## config.mk

```make
export PLATFORM = sky130hd
export DESIGN_NAME = bit_field_packer_unpacker_unit
export DESIGN_NICKNAME = d
export VERILOG_FILES = /design/src/rtl/core/bfpu_pkg.sv /design/src/rtl/core/bit_field_packer_unpacker_unit.sv /design/src/rtl/core/bfpu_ctrl.sv /design/src/rtl/core/bfpu_dpath.sv
export SDC_FILE = /design/constraint.sdc
export NUM_CORES = 2
export LEC_CHECK = 0
export CAP_MARGIN = 20
export CORE_MARGIN = 3
export CORE_UTILIZATION = 25
export DETAILED_ROUTE_END_ITERATION = 12
export DONT_BUFFER_PORTS = 1
export PLACE_DENSITY = 0.46
export SYNTH_ARGS = -nofsm -noshare
export SYNTH_HDL_FRONTEND = slang
export SYNTH_SLANG_ARGS = --single-unit
export TNS_END_PERCENT = 5
```

## constraint.sdc

```tcl
create_clock -name clk -period 38.8 [get_ports clk]
set_input_delay 7.76 -clock clk [delete_from_list [all_inputs] [get_ports clk]]
set_output_delay 7.76 -clock clk [all_outputs]
set_load 0.02 [all_outputs]
```

## src/rtl/core/bfpu_pkg.sv

```systemverilog
`timescale 1ns / 1ps
// ----------------------------------------------------------------------------
// Bit field packer/unpacker package
// Sizes, request and status codes, and the controller/datapath interface.
// ----------------------------------------------------------------------------
package bfpu_pkg;

    // Store geometry and field widths.
    localparam int STORE_BYTES   = 512;
    localparam int MAX_BITS      = 32;
    localparam int ADDR_W        = $clog2(STORE_BYTES);
    localparam int CAPACITY_BITS = STORE_BYTES * 8;
    localparam int POS_W         = 13;
    localparam int COUNT_W       = 6;
    localparam int VALUE_W       = 32;

    // Worst-case number of bytes one access touches, and its bit span.
    localparam int SPAN_BYTES = (MAX_BITS + 14) / 8;
    localparam int SPAN_W     = SPAN_BYTES * 8;
    localparam int IDX_W      = $clog2(SPAN_BYTES + 1);

    // Request codes.
    localparam logic [1:0] REQ_WRITE    = 2'd0;
    localparam logic [1:0] REQ_READ     = 2'd1;
    localparam logic [1:0] REQ_SET_WPOS = 2'd2;
    localparam logic [1:0] REQ_SET_RPOS = 2'd3;

    // Status codes.
    localparam logic [1:0] ST_OK        = 2'd0;
    localparam logic [1:0] ST_READ_PAST = 2'd1;
    localparam logic [1:0] ST_CAPACITY  = 2'd2;

    // Commands from the controller to the datapath.
    typedef struct packed {
        logic clear;
        logic load;
        logic check;
        logic xfer;
        logic finish;
    } bfpu_cmd_t;

    // Status from the datapath to the controller.
    typedef struct packed {
        logic clear_last;
        logic need_xfer;
        logic xfer_last;
        logic out_free;
    } bfpu_stat_t;

endpackage

```

## src/rtl/core/bit_field_packer_unpacker_unit.sv

```systemverilog
`timescale 1ns / 1ps
// ----------------------------------------------------------------------------
// Bit field packer/unpacker unit
// LSB-first bit stream writer and reader over a 512-byte store.
// ----------------------------------------------------------------------------
//   Channel  Handshake             Payload
//   in       in_valid / in_ready   req_type, bit_count, write_value, new_position
//   out      out_valid / out_ready read_value, status, write_position, read_position
//
// A write or read touches n bytes (1 to 5). The byte store's single read and
// single write port allow one byte read-modify-write per cycle, overlapped
// one deep. Position loads, failed checks and zero counts move no bytes.
// After reset a clearing pass zeroes the store; in_ready stays low meanwhile.
// A stalled result holds in the output register; the next request is still
// taken, and its result waits until the output register is free.
// ----------------------------------------------------------------------------
module bit_field_packer_unpacker_unit
    import bfpu_pkg::*;
(
    input  logic               clk,
    input  logic               rst_n,
    input  logic               in_valid,
    output logic               in_ready,
    input  logic [1:0]         req_type,
    input  logic [COUNT_W-1:0] bit_count,
    input  logic [VALUE_W-1:0] write_value,
    input  logic [POS_W-1:0]   new_position,
    output logic               out_valid,
    input  logic               out_ready,
    output logic [VALUE_W-1:0] read_value,
    output logic [1:0]         status,
    output logic [POS_W-1:0]   write_position,
    output logic [POS_W-1:0]   read_position
);

    bfpu_cmd_t  cmd;
    bfpu_stat_t stat;

    // Sequencer.
    bfpu_ctrl u_ctrl (
        .clk      (clk),
        .rst_n    (rst_n),
        .in_valid (in_valid),
        .in_ready (in_ready),
        .stat     (stat),
        .cmd      (cmd)
    );

    // Store, positions and result register.
    bfpu_dpath u_dpath (
        .clk            (clk),
        .rst_n          (rst_n),
        .cmd            (cmd),
        .stat           (stat),
        .req_type       (req_type),
        .bit_count      (bit_count),
        .write_value    (write_value),
        .new_position   (new_position),
        .out_ready      (out_ready),
        .out_valid      (out_valid),
        .read_value     (read_value),
        .status         (status),
        .write_position (write_position),
        .read_position  (read_position)
    );

endmodule

```

## src/rtl/core/bfpu_ctrl.sv

```systemverilog
`timescale 1ns / 1ps
// ----------------------------------------------------------------------------
// Bit field packer/unpacker controller
// Sequences the clearing pass, request capture, check, byte transfer and
// result hand-off.
// ----------------------------------------------------------------------------
module bfpu_ctrl
    import bfpu_pkg::*;
(
    input  logic       clk,
    input  logic       rst_n,
    input  logic       in_valid,
    output logic       in_ready,
    input  bfpu_stat_t stat,
    output bfpu_cmd_t  cmd
);

    typedef enum logic [4:0] {
        S_CLEAR  = 5'b00001,
        S_IDLE   = 5'b00010,
        S_CHECK  = 5'b00100,
        S_XFER   = 5'b01000,
        S_FINISH = 5'b10000
    } state_t;

    state_t state_reg;
    state_t state_next;

    // State register; reset starts the clearing pass over the store.
    always_ff @(posedge clk or negedge rst_n)
    begin
        if (!rst_n)
        begin
            state_reg <= S_CLEAR;
        end
        else
        begin
            state_reg <= state_next;
        end
    end

    // Next state and commands.
    always_comb
    begin
        cmd        = '0;
        state_next = state_reg;
        unique case (state_reg)
            S_CLEAR:
            begin
                cmd.clear = 1'b1;
                if (stat.clear_last)
                begin
                    state_next = S_IDLE;
                end
            end
            S_IDLE:
            begin
                cmd.load = in_valid;
                if (in_valid)
                begin
                    state_next = S_CHECK;
                end
            end
            S_CHECK:
            begin
                cmd.check  = 1'b1;
                state_next = stat.need_xfer ? S_XFER : S_FINISH;
            end
            S_XFER:
            begin
                cmd.xfer = 1'b1;
                if (stat.xfer_last)
                begin
                    state_next = S_FINISH;
                end
            end
            S_FINISH:
            begin
                cmd.finish = stat.out_free;
                if (stat.out_free)
                begin
                    state_next = S_IDLE;
                end
            end
            default:
            begin
                state_next = S_IDLE;
            end
        endcase
    end

    assign in_ready = (state_reg == S_IDLE);

endmodule

```

## src/rtl/core/bfpu_dpath.sv

```systemverilog
`timescale 1ns / 1ps
// ----------------------------------------------------------------------------
// Bit field packer/unpacker datapath
// Byte store, bit positions, range checks, byte-wise read-modify-write and
// gather, and the result register.
// ----------------------------------------------------------------------------
module bfpu_dpath
    import bfpu_pkg::*;
(
    input  logic               clk,
    input  logic               rst_n,
    input  bfpu_cmd_t          cmd,
    output bfpu_stat_t         stat,
    input  logic [1:0]         req_type,
    input  logic [COUNT_W-1:0] bit_count,
    input  logic [VALUE_W-1:0] write_value,
    input  logic [POS_W-1:0]   new_position,
    input  logic               out_ready,
    output logic               out_valid,
    output logic [VALUE_W-1:0] read_value,
    output logic [1:0]         status,
    output logic [POS_W-1:0]   write_position,
    output logic [POS_W-1:0]   read_position
);

    // Byte store and its registered read data.
    logic [7:0]          mem [STORE_BYTES];
    logic [7:0]          mem_rdata_reg;

    // Captured request.
    logic [1:0]          req_reg;
    logic [COUNT_W-1:0]  cnt_reg;
    logic [VALUE_W-1:0]  val_reg;
    logic [POS_W-1:0]    npos_reg;

    // Stream positions.
    logic [POS_W-1:0]    wpos_reg;
    logic [POS_W-1:0]    rpos_reg;
    logic [POS_W-1:0]    wpos_next;
    logic [POS_W-1:0]    rpos_next;

    // Results of the check step.
    logic [1:0]          status_reg;
    logic [2:0]          off_reg;
    logic [ADDR_W-1:0]   first_reg;
    logic [IDX_W-1:0]    nbytes_reg;
    logic [SPAN_W-1:0]   data_reg;
    logic [SPAN_W-1:0]   mask_reg;

    // Transfer progress.
    logic [IDX_W-1:0]    rd_k_reg;
    logic [IDX_W-1:0]    wb_k_reg;
    logic                rd_pend_reg;
    logic [SPAN_W-1:0]   acc_reg;
    logic [ADDR_W-1:0]   clr_idx_reg;

    // Result register.
    logic                out_valid_reg;
    logic [VALUE_W-1:0]  rv_reg;
    logic [1:0]          ost_reg;
    logic [POS_W-1:0]    owpos_reg;
    logic [POS_W-1:0]    orpos_reg;

    // Combinational terms.
    logic [COUNT_W-1:0]  cnt_clamped;
    logic [POS_W:0]      wsum;
    logic [POS_W:0]      rsum;
    logic [POS_W-1:0]    base_pos;
    logic [1:0]          chk_status;
    logic                need_xfer;
    logic [6:0]          span_sum;
    logic [SPAN_W-1:0]   chk_data;
    logic [SPAN_W-1:0]   chk_mask;
    logic                rd_issue;
    logic                wb_fire;
    logic [ADDR_W-1:0]   rd_addr;
    logic [ADDR_W-1:0]   wb_addr;
    logic [7:0]          sel_data;
    logic [7:0]          sel_mask;
    logic [7:0]          merged;
    logic                mem_we;
    logic [ADDR_W-1:0]   mem_waddr;
    logic [7:0]          mem_wdata;
    logic [SPAN_W-1:0]   acc_shift;
    logic [SPAN_W-1:0]   mask_shift;
    logic [VALUE_W-1:0]  rv_next;

    // Counts above the widest field saturate.
    assign cnt_clamped = (bit_count > COUNT_W'(MAX_BITS)) ? COUNT_W'(MAX_BITS) : bit_count;

    // Capture of an accepted request.
    always_ff @(posedge clk)
    begin
        if (cmd.load)
        begin
            req_reg  <= req_type;
            cnt_reg  <= cnt_clamped;
            val_reg  <= write_value;
            npos_reg <= new_position;
        end
    end

    // Range checks and the byte span of the access.
    always_comb
    begin
        wsum     = {1'b0, wpos_reg} + (POS_W + 1)'(cnt_reg);
        rsum     = {1'b0, rpos_reg} + (POS_W + 1)'(cnt_reg);
        base_pos = (req_reg == REQ_READ) ? rpos_reg : wpos_reg;
        unique case (req_reg)
            REQ_WRITE:
            begin
                chk_status = (wsum > (POS_W + 1)'(CAPACITY_BITS)) ? ST_CAPACITY : ST_OK;
            end
            REQ_READ:
            begin
                chk_status = (rsum > {1'b0, wpos_reg}) ? ST_READ_PAST : ST_OK;
            end
            default:
            begin
                chk_status = (npos_reg > POS_W'(CAPACITY_BITS)) ? ST_CAPACITY : ST_OK;
            end
        endcase
        need_xfer = ((req_reg == REQ_WRITE) || (req_reg == REQ_READ))
                    && (chk_status == ST_OK) && (cnt_reg != '0);
        span_sum  = {4'b0000, base_pos[2:0]} + {1'b0, cnt_reg} + 7'd7;
        chk_data  = SPAN_W'(val_reg) << base_pos[2:0];
        chk_mask  = ((SPAN_W'(1) << cnt_reg) - SPAN_W'(1)) << base_pos[2:0];
    end

    // Check-step registers.
    always_ff @(posedge clk)
    begin
        if (cmd.check)
        begin
            status_reg <= chk_status;
            off_reg    <= base_pos[2:0];
            first_reg  <= base_pos[ADDR_W+2:3];
            nbytes_reg <= IDX_W'(span_sum >> 3);
            data_reg   <= chk_data;
            mask_reg   <= chk_mask;
        end
    end

    // Byte transfer: a read is issued each cycle while the byte of the
    // previous cycle is merged back or gathered.
    always_comb
    begin
        rd_issue  = cmd.xfer && (rd_k_reg < nbytes_reg);
        wb_fire   = cmd.xfer && rd_pend_reg;
        rd_addr   = first_reg + ADDR_W'(rd_k_reg);
        wb_addr   = first_reg + ADDR_W'(wb_k_reg);
        sel_data  = data_reg[{wb_k_reg, 3'b000} +: 8];
        sel_mask  = mask_reg[{wb_k_reg, 3'b000} +: 8];
        merged    = (mem_rdata_reg & ~sel_mask) | (sel_data & sel_mask);
        mem_we    = 1'b0;
        mem_waddr = wb_addr;
        mem_wdata = merged;
        if (cmd.clear)
        begin
            mem_we    = 1'b1;
            mem_waddr = clr_idx_reg;
            mem_wdata = '0;
        end
        else if (wb_fire && (req_reg == REQ_WRITE))
        begin
            mem_we = 1'b1;
        end
    end

    // Store write port.
    always_ff @(posedge clk)
    begin
        if (mem_we)
        begin
            mem[mem_waddr] <= mem_wdata;
        end
    end

    // Store read port.
    always_ff @(posedge clk)
    begin
        if (rd_issue)
        begin
            mem_rdata_reg <= mem[rd_addr];
        end
    end

    // Transfer counters and the gather register.
    always_ff @(posedge clk or negedge rst_n)
    begin
        if (!rst_n)
        begin
            rd_k_reg    <= '0;
            wb_k_reg    <= '0;
            rd_pend_reg <= 1'b0;
        end
        else if (cmd.check)
        begin
            rd_k_reg    <= '0;
            rd_pend_reg <= 1'b0;
        end
        else if (cmd.xfer)
        begin
            rd_pend_reg <= rd_issue;
            if (rd_issue)
            begin
                wb_k_reg <= rd_k_reg;
                rd_k_reg <= IDX_W'(rd_k_reg + 1'b1);
            end
        end
    end

    always_ff @(posedge clk)
    begin
        if (cmd.check)
        begin
            acc_reg <= '0;
        end
        else if (wb_fire && (req_reg == REQ_READ))
        begin
            acc_reg[{wb_k_reg, 3'b000} +: 8] <= mem_rdata_reg;
        end
    end

    // Clearing pass address.
    always_ff @(posedge clk or negedge rst_n)
    begin
        if (!rst_n)
        begin
            clr_idx_reg <= '0;
        end
        else if (cmd.clear)
        begin
            clr_idx_reg <= ADDR_W'(clr_idx_reg + 1'b1);
        end
    end

    // Position update and the value read.
    always_comb
    begin
        wpos_next = wpos_reg;
        rpos_next = rpos_reg;
        if (status_reg == ST_OK)
        begin
            unique case (req_reg)
                REQ_WRITE:    wpos_next = wpos_reg + POS_W'(cnt_reg);
                REQ_READ:     rpos_next = rpos_reg + POS_W'(cnt_reg);
                REQ_SET_WPOS: wpos_next = npos_reg;
                REQ_SET_RPOS: rpos_next = npos_reg;
                default:      wpos_next = wpos_reg;
            endcase
        end
        acc_shift  = acc_reg >> off_reg;
        mask_shift = mask_reg >> off_reg;
        rv_next    = ((req_reg == REQ_READ) && (status_reg == ST_OK))
                     ? (acc_shift[VALUE_W-1:0] & mask_shift[VALUE_W-1:0]) : '0;
    end

    always_ff @(posedge clk or negedge rst_n)
    begin
        if (!rst_n)
        begin
            wpos_reg <= '0;
            rpos_reg <= '0;
        end
        else if (cmd.finish)
        begin
            wpos_reg <= wpos_next;
            rpos_reg <= rpos_next;
        end
    end

    // Result register; it holds while the downstream side stalls.
    always_ff @(posedge clk or negedge rst_n)
    begin
        if (!rst_n)
        begin
            out_valid_reg <= 1'b0;
        end
        else if (cmd.finish)
        begin
            out_valid_reg <= 1'b1;
        end
        else if (out_ready)
        begin
            out_valid_reg <= 1'b0;
        end
    end

    always_ff @(posedge clk)
    begin
        if (cmd.finish)
        begin
            rv_reg    <= rv_next;
            ost_reg   <= status_reg;
            owpos_reg <= wpos_next;
            orpos_reg <= rpos_next;
        end
    end

    // Status toward the controller.
    assign stat.clear_last = (clr_idx_reg == ADDR_W'(STORE_BYTES - 1));
    assign stat.need_xfer  = need_xfer;
    assign stat.xfer_last  = rd_pend_reg && (rd_k_reg == nbytes_reg);
    assign stat.out_free   = !out_valid_reg || out_ready;

    assign out_valid      = out_valid_reg;
    assign read_value     = rv_reg;
    assign status         = ost_reg;
    assign write_position = owpos_reg;
    assign read_position  = orpos_reg;

endmodule

```

======== Word-level counts from Yosys, hierarchy flattened ========
Memories as Yosys holds them, arrays and structs flattened. A register that Yosys moved wholly into a read port is not among the register bits.
Cells that the tools add are included.
operators by class
  $add $sub $neg .......................... 12
  magnitude comparators ................... 5
  equality and inequality tests ........... 14
  shifts and indexed selects .............. 9
  multiplexer cells ....................... 34
  bitwise gates (word level) .............. 6
  reductions and logical operators ........ 21
operator list
  operator                                                                           number
  40-bit by 7-bit variable part select with 8-bit output                             2
  40-bit by 3-bit >> shifter with 32-bit output                                      2
  13-bit case mux with 2 select lines                                                2
  40-bit bitwise mux                                                                 1
  8-bit by 8-bit variable shift with 40-bit output, first input constant             1
  8-bit by 8-bit variable part select with 40-bit output                             1
  1-bit by 6-bit << shifter with 40-bit output, first input constant                 1
  32-bit by 3-bit << shifter with 40-bit output                                      1
  40-bit by 3-bit << shifter with 40-bit output                                      1
  40-bit by 2-bit subtractor with 40-bit output, second input constant               1
  32-bit bitwise AND                                                                 1
  13-bit by 6-bit adder with 14-bit output                                           2
  13-bit by 6-bit adder with 13-bit output                                           2
  13-bit 2-to-1 mux                                                                  2
  5-bit 2-to-1 mux                                                                   5
  5-bit case mux with 5 select lines                                                 1
  9-bit by 3-bit adder with 9-bit output                                             2
  8-bit bitwise AND                                                                  2
  14-bit by 13-bit greater-than comparator with 1-bit output                         1
  14-bit by 13-bit greater-than comparator with 1-bit output, second input constant  1
  1-bit 2-to-1 mux                                                                   14
  13-bit greater-than comparator, second input constant                              1
  12-bit 2-to-1 mux                                                                  1
  9-bit by 1-bit adder with 9-bit output, second input constant                      1
  34 further kinds                                                                   52
storage, ports and cells
  flip-flop bits (word level) ............. 298
  RAM bits ................................ 4096
  input bits .............................. 57
  output and inout bits ................... 62
  word-level logic and storage cells ...... 125
  memories ................................ 1
memory list
  memory       words  bits a word  read ports  clocked after memory_dff  write ports  RTL line          source
  u_dpath.mem  512    8            1           1                         1            bfpu_dpath.sv:27  logic [7:0] mem [STORE_BYTES];

======== Depth between registers and ports, before layout ========
  depth in word-level cells ............... 9
  depth in mapped cells ................... 17
  depth with buffers taken out ............ 17

======== Cells and area by module ========
A second synthesis with hierarchy kept.
unflattened totals
  cells, all modules ...................... 9275
  area, all modules ....................... 177363.9 µm²
modules (own cells, without submodules)
  module      instances  cells an instance  area each (µm²)  seq. area each (µm²)
  bfpu_dpath  1          9243               177031.0         131371.0
  bfpu_ctrl   1          32                 332.8            126.4

======== Worst setup path before layout ========
OpenSTA, ideal clock, no wires.
  path type ............................... flip-flop to flip-flop
  from .................................... reg u_dpath.wb_k_reg[0]
  to ...................................... mem u_dpath.mem[0][0] (data pin)
  library setup time ...................... 4272 ps
  data arrival time ....................... 22415 ps
  required time ........................... 34528 ps
  slack ................................... 12113 ps
  stages on the path, launching flop included .. 6
  buffers on the path ..................... 1
  period minus slack after synthesis ...... 26687 ps
  cells stage by stage .................... dfrtp_1 > buf_1 > mux4_2 > a22oi_1 > a221oi_1 > a211oi_1
on the way
  word-level cells in the longest chain between the ends .. 5
  elaborated cells on any way between the ends .. 7
  classes of those cells .................. 2 x shift; 1 x mux; 4 x bitwise
ends and longest elaborated chain
  what                                                    RTL line           source
  start, declared                                         bfpu_dpath.sv:52   logic [IDX_W-1:0] wb_k_reg;
  start signal, assigned                                  bfpu_dpath.sv:207  wb_k_reg <= rd_k_reg;
  40-bit by 7-bit variable part select with 8-bit output  bfpu_dpath.sv:153  sel_mask = mask_reg[{wb_k_reg, 3'b000} +: 8];
  8-bit inverter                                          bfpu_dpath.sv:154  merged = (mem_rdata_reg & ~sel_mask) | (sel_data & sel_mask);
  8-bit bitwise AND                                       bfpu_dpath.sv:154
  8-bit bitwise OR (*)                                    bfpu_dpath.sv:154
  8-bit 2-to-1 mux (*)                                    bfpu_dpath.sv:158  if (cmd.clear)
  via u_dpath.mem_wdata[0]                                bfpu_dpath.sv:83   logic [7:0] mem_wdata;
  end, declared                                           bfpu_dpath.sv:27
Mark *: on every way through the listed nets, which the timed path passes. The rest lies on a longest branch.

======== Final worst setup path ========
  from .................................... reg u_ctrl.state_reg[3]
  to ...................................... out in_ready
on the way
  word-level cells in the longest chain between the ends .. 1
ends and longest elaborated chain
  what                                      RTL line                              source
  start, declared                           bfpu_ctrl.sv:26                       state_t state_reg;
  start signal, assigned                    bfpu_ctrl.sv:38                       state_reg <= state_next;
  5-bit by 2-bit == test with 1-bit output  bfpu_ctrl.sv:92                       assign in_ready = (state_reg == S_IDLE);
  end, declared                             bit_field_packer_unpacker_unit.sv:23  output logic in_ready,
Every way passes these cells.

==> flow_summary.json <==
{
  "syn_area_um2": 177000,
  "ant_nets": 0,
  "setup_viol": 0,
  "p_comb_share_pct": 25.3,
  "status": "completed",
  "powerDensity_nw_per_um2": 68.7,
  "drt_wl_total_um": 510000,
  "std_cell_rows": 308,
  "rsz0062_at_grt": "no",
  "numCtsBuffers": 460,
  "setup-tns-final_ns": 0,
  "period_needed_ns": 10.03,
  "antenna_found_initial": 37,
  "cts_setup_buffers": 0,
  "clock_latency_ns": 1.05,
  "utilization_pct": 28.9,
  "end_kind": "output pin",
  "required_ns": 31.04,
  "core_um2": 705000,
  "critPathLaunchType": "register",
  "synth-async-reset-ratio_pct": 1.09,
  "route.detailed.drc": 0,
  "p_sw_mw": 4.29,
  "clkPwrFrac_pct": 31.7,
  "drtIter0Drc": 10075,
  "ys_types": 100,
  "grt.total_usage_pct": 13.8,
  "cts_buffer_depth": 4,
  "fillerInstances": 68684,
  "dpl.hpwl_um": 313000,
  "grt_max_degree": 196,
  "r2r_start": "u_dpath.first_reg[0]",
  "report.final.slew_viol_count": 0,
  "first_global_vias": 91990,
  "via_per_inst": 4.75,
  "clock_sink_count": 4400,
  "holdCritPathClass": "register to register",
  "cts-resized-gates": 0,
  "via_count": 89358,
  "yosysSeqAreaShare_pct": 74.2,
  "final_net_count": 9213,
  "cts_tree": "done",
  "cp-startpoint": "u_ctrl.state_reg[3]",
  "cts-root-buf": "clkbuf_16",
  "avgSynthCellArea_um2": 19.7,
  "fmax_mhz": 99.7,
  "drive_above_1_share_pct": 23.7,
  "ir_drop_mv": 0.0511,
  "wl_per_cell_um": 27.1,
  "p_int_mw": 9.69,
  "io_buffers": 0,
  "arrival_ns": 2.27,
  "synthCells": 8971,
  "max_slew_margin_pct": 6.29,
  "overflow": 0,
  "synth-seq-cells": 4400,
  "die_x_um": 848,
  "timing_worst_setup_path_type": "register to output pin",
  "worstMarginPinSlew_ns": 1.41,
  "min-delay-start": "u_dpath.acc_reg[11]",
  "ctsHoldBuffers": 0,
  "grt_pass1_wl_um": 722000,
  "clock_skew_ns": 0.148,
  "swShare_pct": 30.7,
  "synthFlopType": "edfxtp_1",
  "finalHoldViolCount": 0,
  "cap_violations": 0,
  "yosysWarnings": 0,
  "dieArea_um2": 719000,
  "seqPwrFrac_pct": 43.0,
  "p_leak_nw": 61.8,
  "period_share_pct": 25.9,
  "synth_nets": 9076,
  "fp.dieH_um": 848,
  "io_pins": 119,
  "drtPass1Iterations": 8,
  "crit_fanout": 6,
  "place.gp.congestion": 0.816,
  "synth_edf_count": 4313,
  "start_util_pct": 25.1,
  "syn_to_final_growth_pct": 14.9,
  "htreeDepth": 5,
  "clk_pin_slew_worst_paths_ns": 0.06,
  "largest_reg_flops": 4096
}
## cells in the mapped netlist (47+ instances only)
library cell,number,area share (%)
mux4_2,1164,15
o22ai_1,51,0.18
nor2_1,792,1.7
mux2i_1,206,1.2
buf_1,47,0.10
buf_4,70,0.30
mux2_2,82,0.52
clkbuf_1,274,0.58
o21ai_0,177,0.50
dfrtp_1,47,0.66
buf_2,125,0.35
edfxtp_1,4313,73
nand2_1,537,1.1
a21oi_1,99,0.28
nand3_1,234,0.66
## worst max-delay path, cell delays in order, from the launching register on
cell and delay (ns):
dfrtp_1 0.43, or3_1 0.43, nor3b_1 0.21, buf_4 0.20
## path summary, 6_finish.rpt
check / end / slack (ns) / depth (start not counted)
min in group asynchronous: u_dpath.wpos_reg[6] / 6.45 / 0
max reg2reg: u_dpath.mem_rdata_reg[3] / 30.11 / 15
min reg2reg: u_dpath.acc_reg[11] / 0.48 / 2
max in group asynchronous: u_ctrl.state_reg[0] / 32.16 / 0
max: in_ready / 28.77 / 3
min: u_dpath.acc_reg[11] / 0.48 / 2
## per-stage QoR
stage,total power [mW],cell area (um2),worst slack [ns],hold slack [ns],std cells
2_1_floorplan,9.03,177000,12.11,0.450,8971
3_5_place_dp,9.70,188000,29.24,0.467,17937
5_1_grt,14.5,204000,28.67,0.508,18811
3_3_place_gp,9.61,188000,29.13,0.466,17923
6_report,14.0,204000,28.77,0.477,18813
4_1_cts,14.1,203000,28.67,0.475,18798
## layer usage
metal / routed length, um / share of wire (%) / GRT usage, % / up-vias
li1: - / - / - / 37001
met5: 66 / 0.013 / 0 / -
met3: 33100 / 6.5 / 2.29 / 717
met2: 241000 / 47 / 22.2 / 3233
met1: 223000 / 44 / 19.4 / 48397
met4: 13600 / 2.7 / 3.56 / 10
## layout by cell type (no fill, tap or decap), types with 82 or more instances in the layout
master	netlist	final
edfxtp_1	4313	4313
mux4_2	1164	1164
clkbuf_1	274	93
mux2i_1	206	205
o21ai_0	177	177
clkinv_1	2	107
clkinv_2	0	95
nand2_1	537	521
mux2_2	82	82
buf_4	70	201
nor2_1	792	784
clkbuf_16	0	463
nand3_1	234	234
a21oi_1	99	96
## logic make-up after synthesis
logic type | after synthesis | synth area share (%)
AOI/OAI and AO/OA | 613 | 2.27
xor gates and xnor gates | 42 | 0.212
adders and majority gates | 48 | 0.356
buffers and inverters | 606 | 1.76
DFF | 4400 | 74.2
muxes | 1474 | 16.8
and+or+nand+nor | 1788 | 4.35
## layout make-up
class	count	area (um2)	share of cell area, %
multi-input cells	3965	43100	21.2
repair buffers	232	2000	0.980
flip-flops and latches	4400	131000	64.6
clock buffers	560	12000	5.89
diodes	6	15.0	0.00738
clock inverters	301	3160	1.55
well taps	9300	11600	5.72
inverters	49	185	0.0910
## power by group through the flow
stage               registers, mW  clock network, mW  logic (mW)
floorplan                    6.78                  0        2.25
global placement             6.10                  0        3.51
detailed placement           6.11                  0        3.59
CTS                          6.01               4.53        3.60
global route                 6.01               4.73        3.80
finish                       6.01               4.43        3.54
No activity file was read; power rests on OpenSTA's default activity.
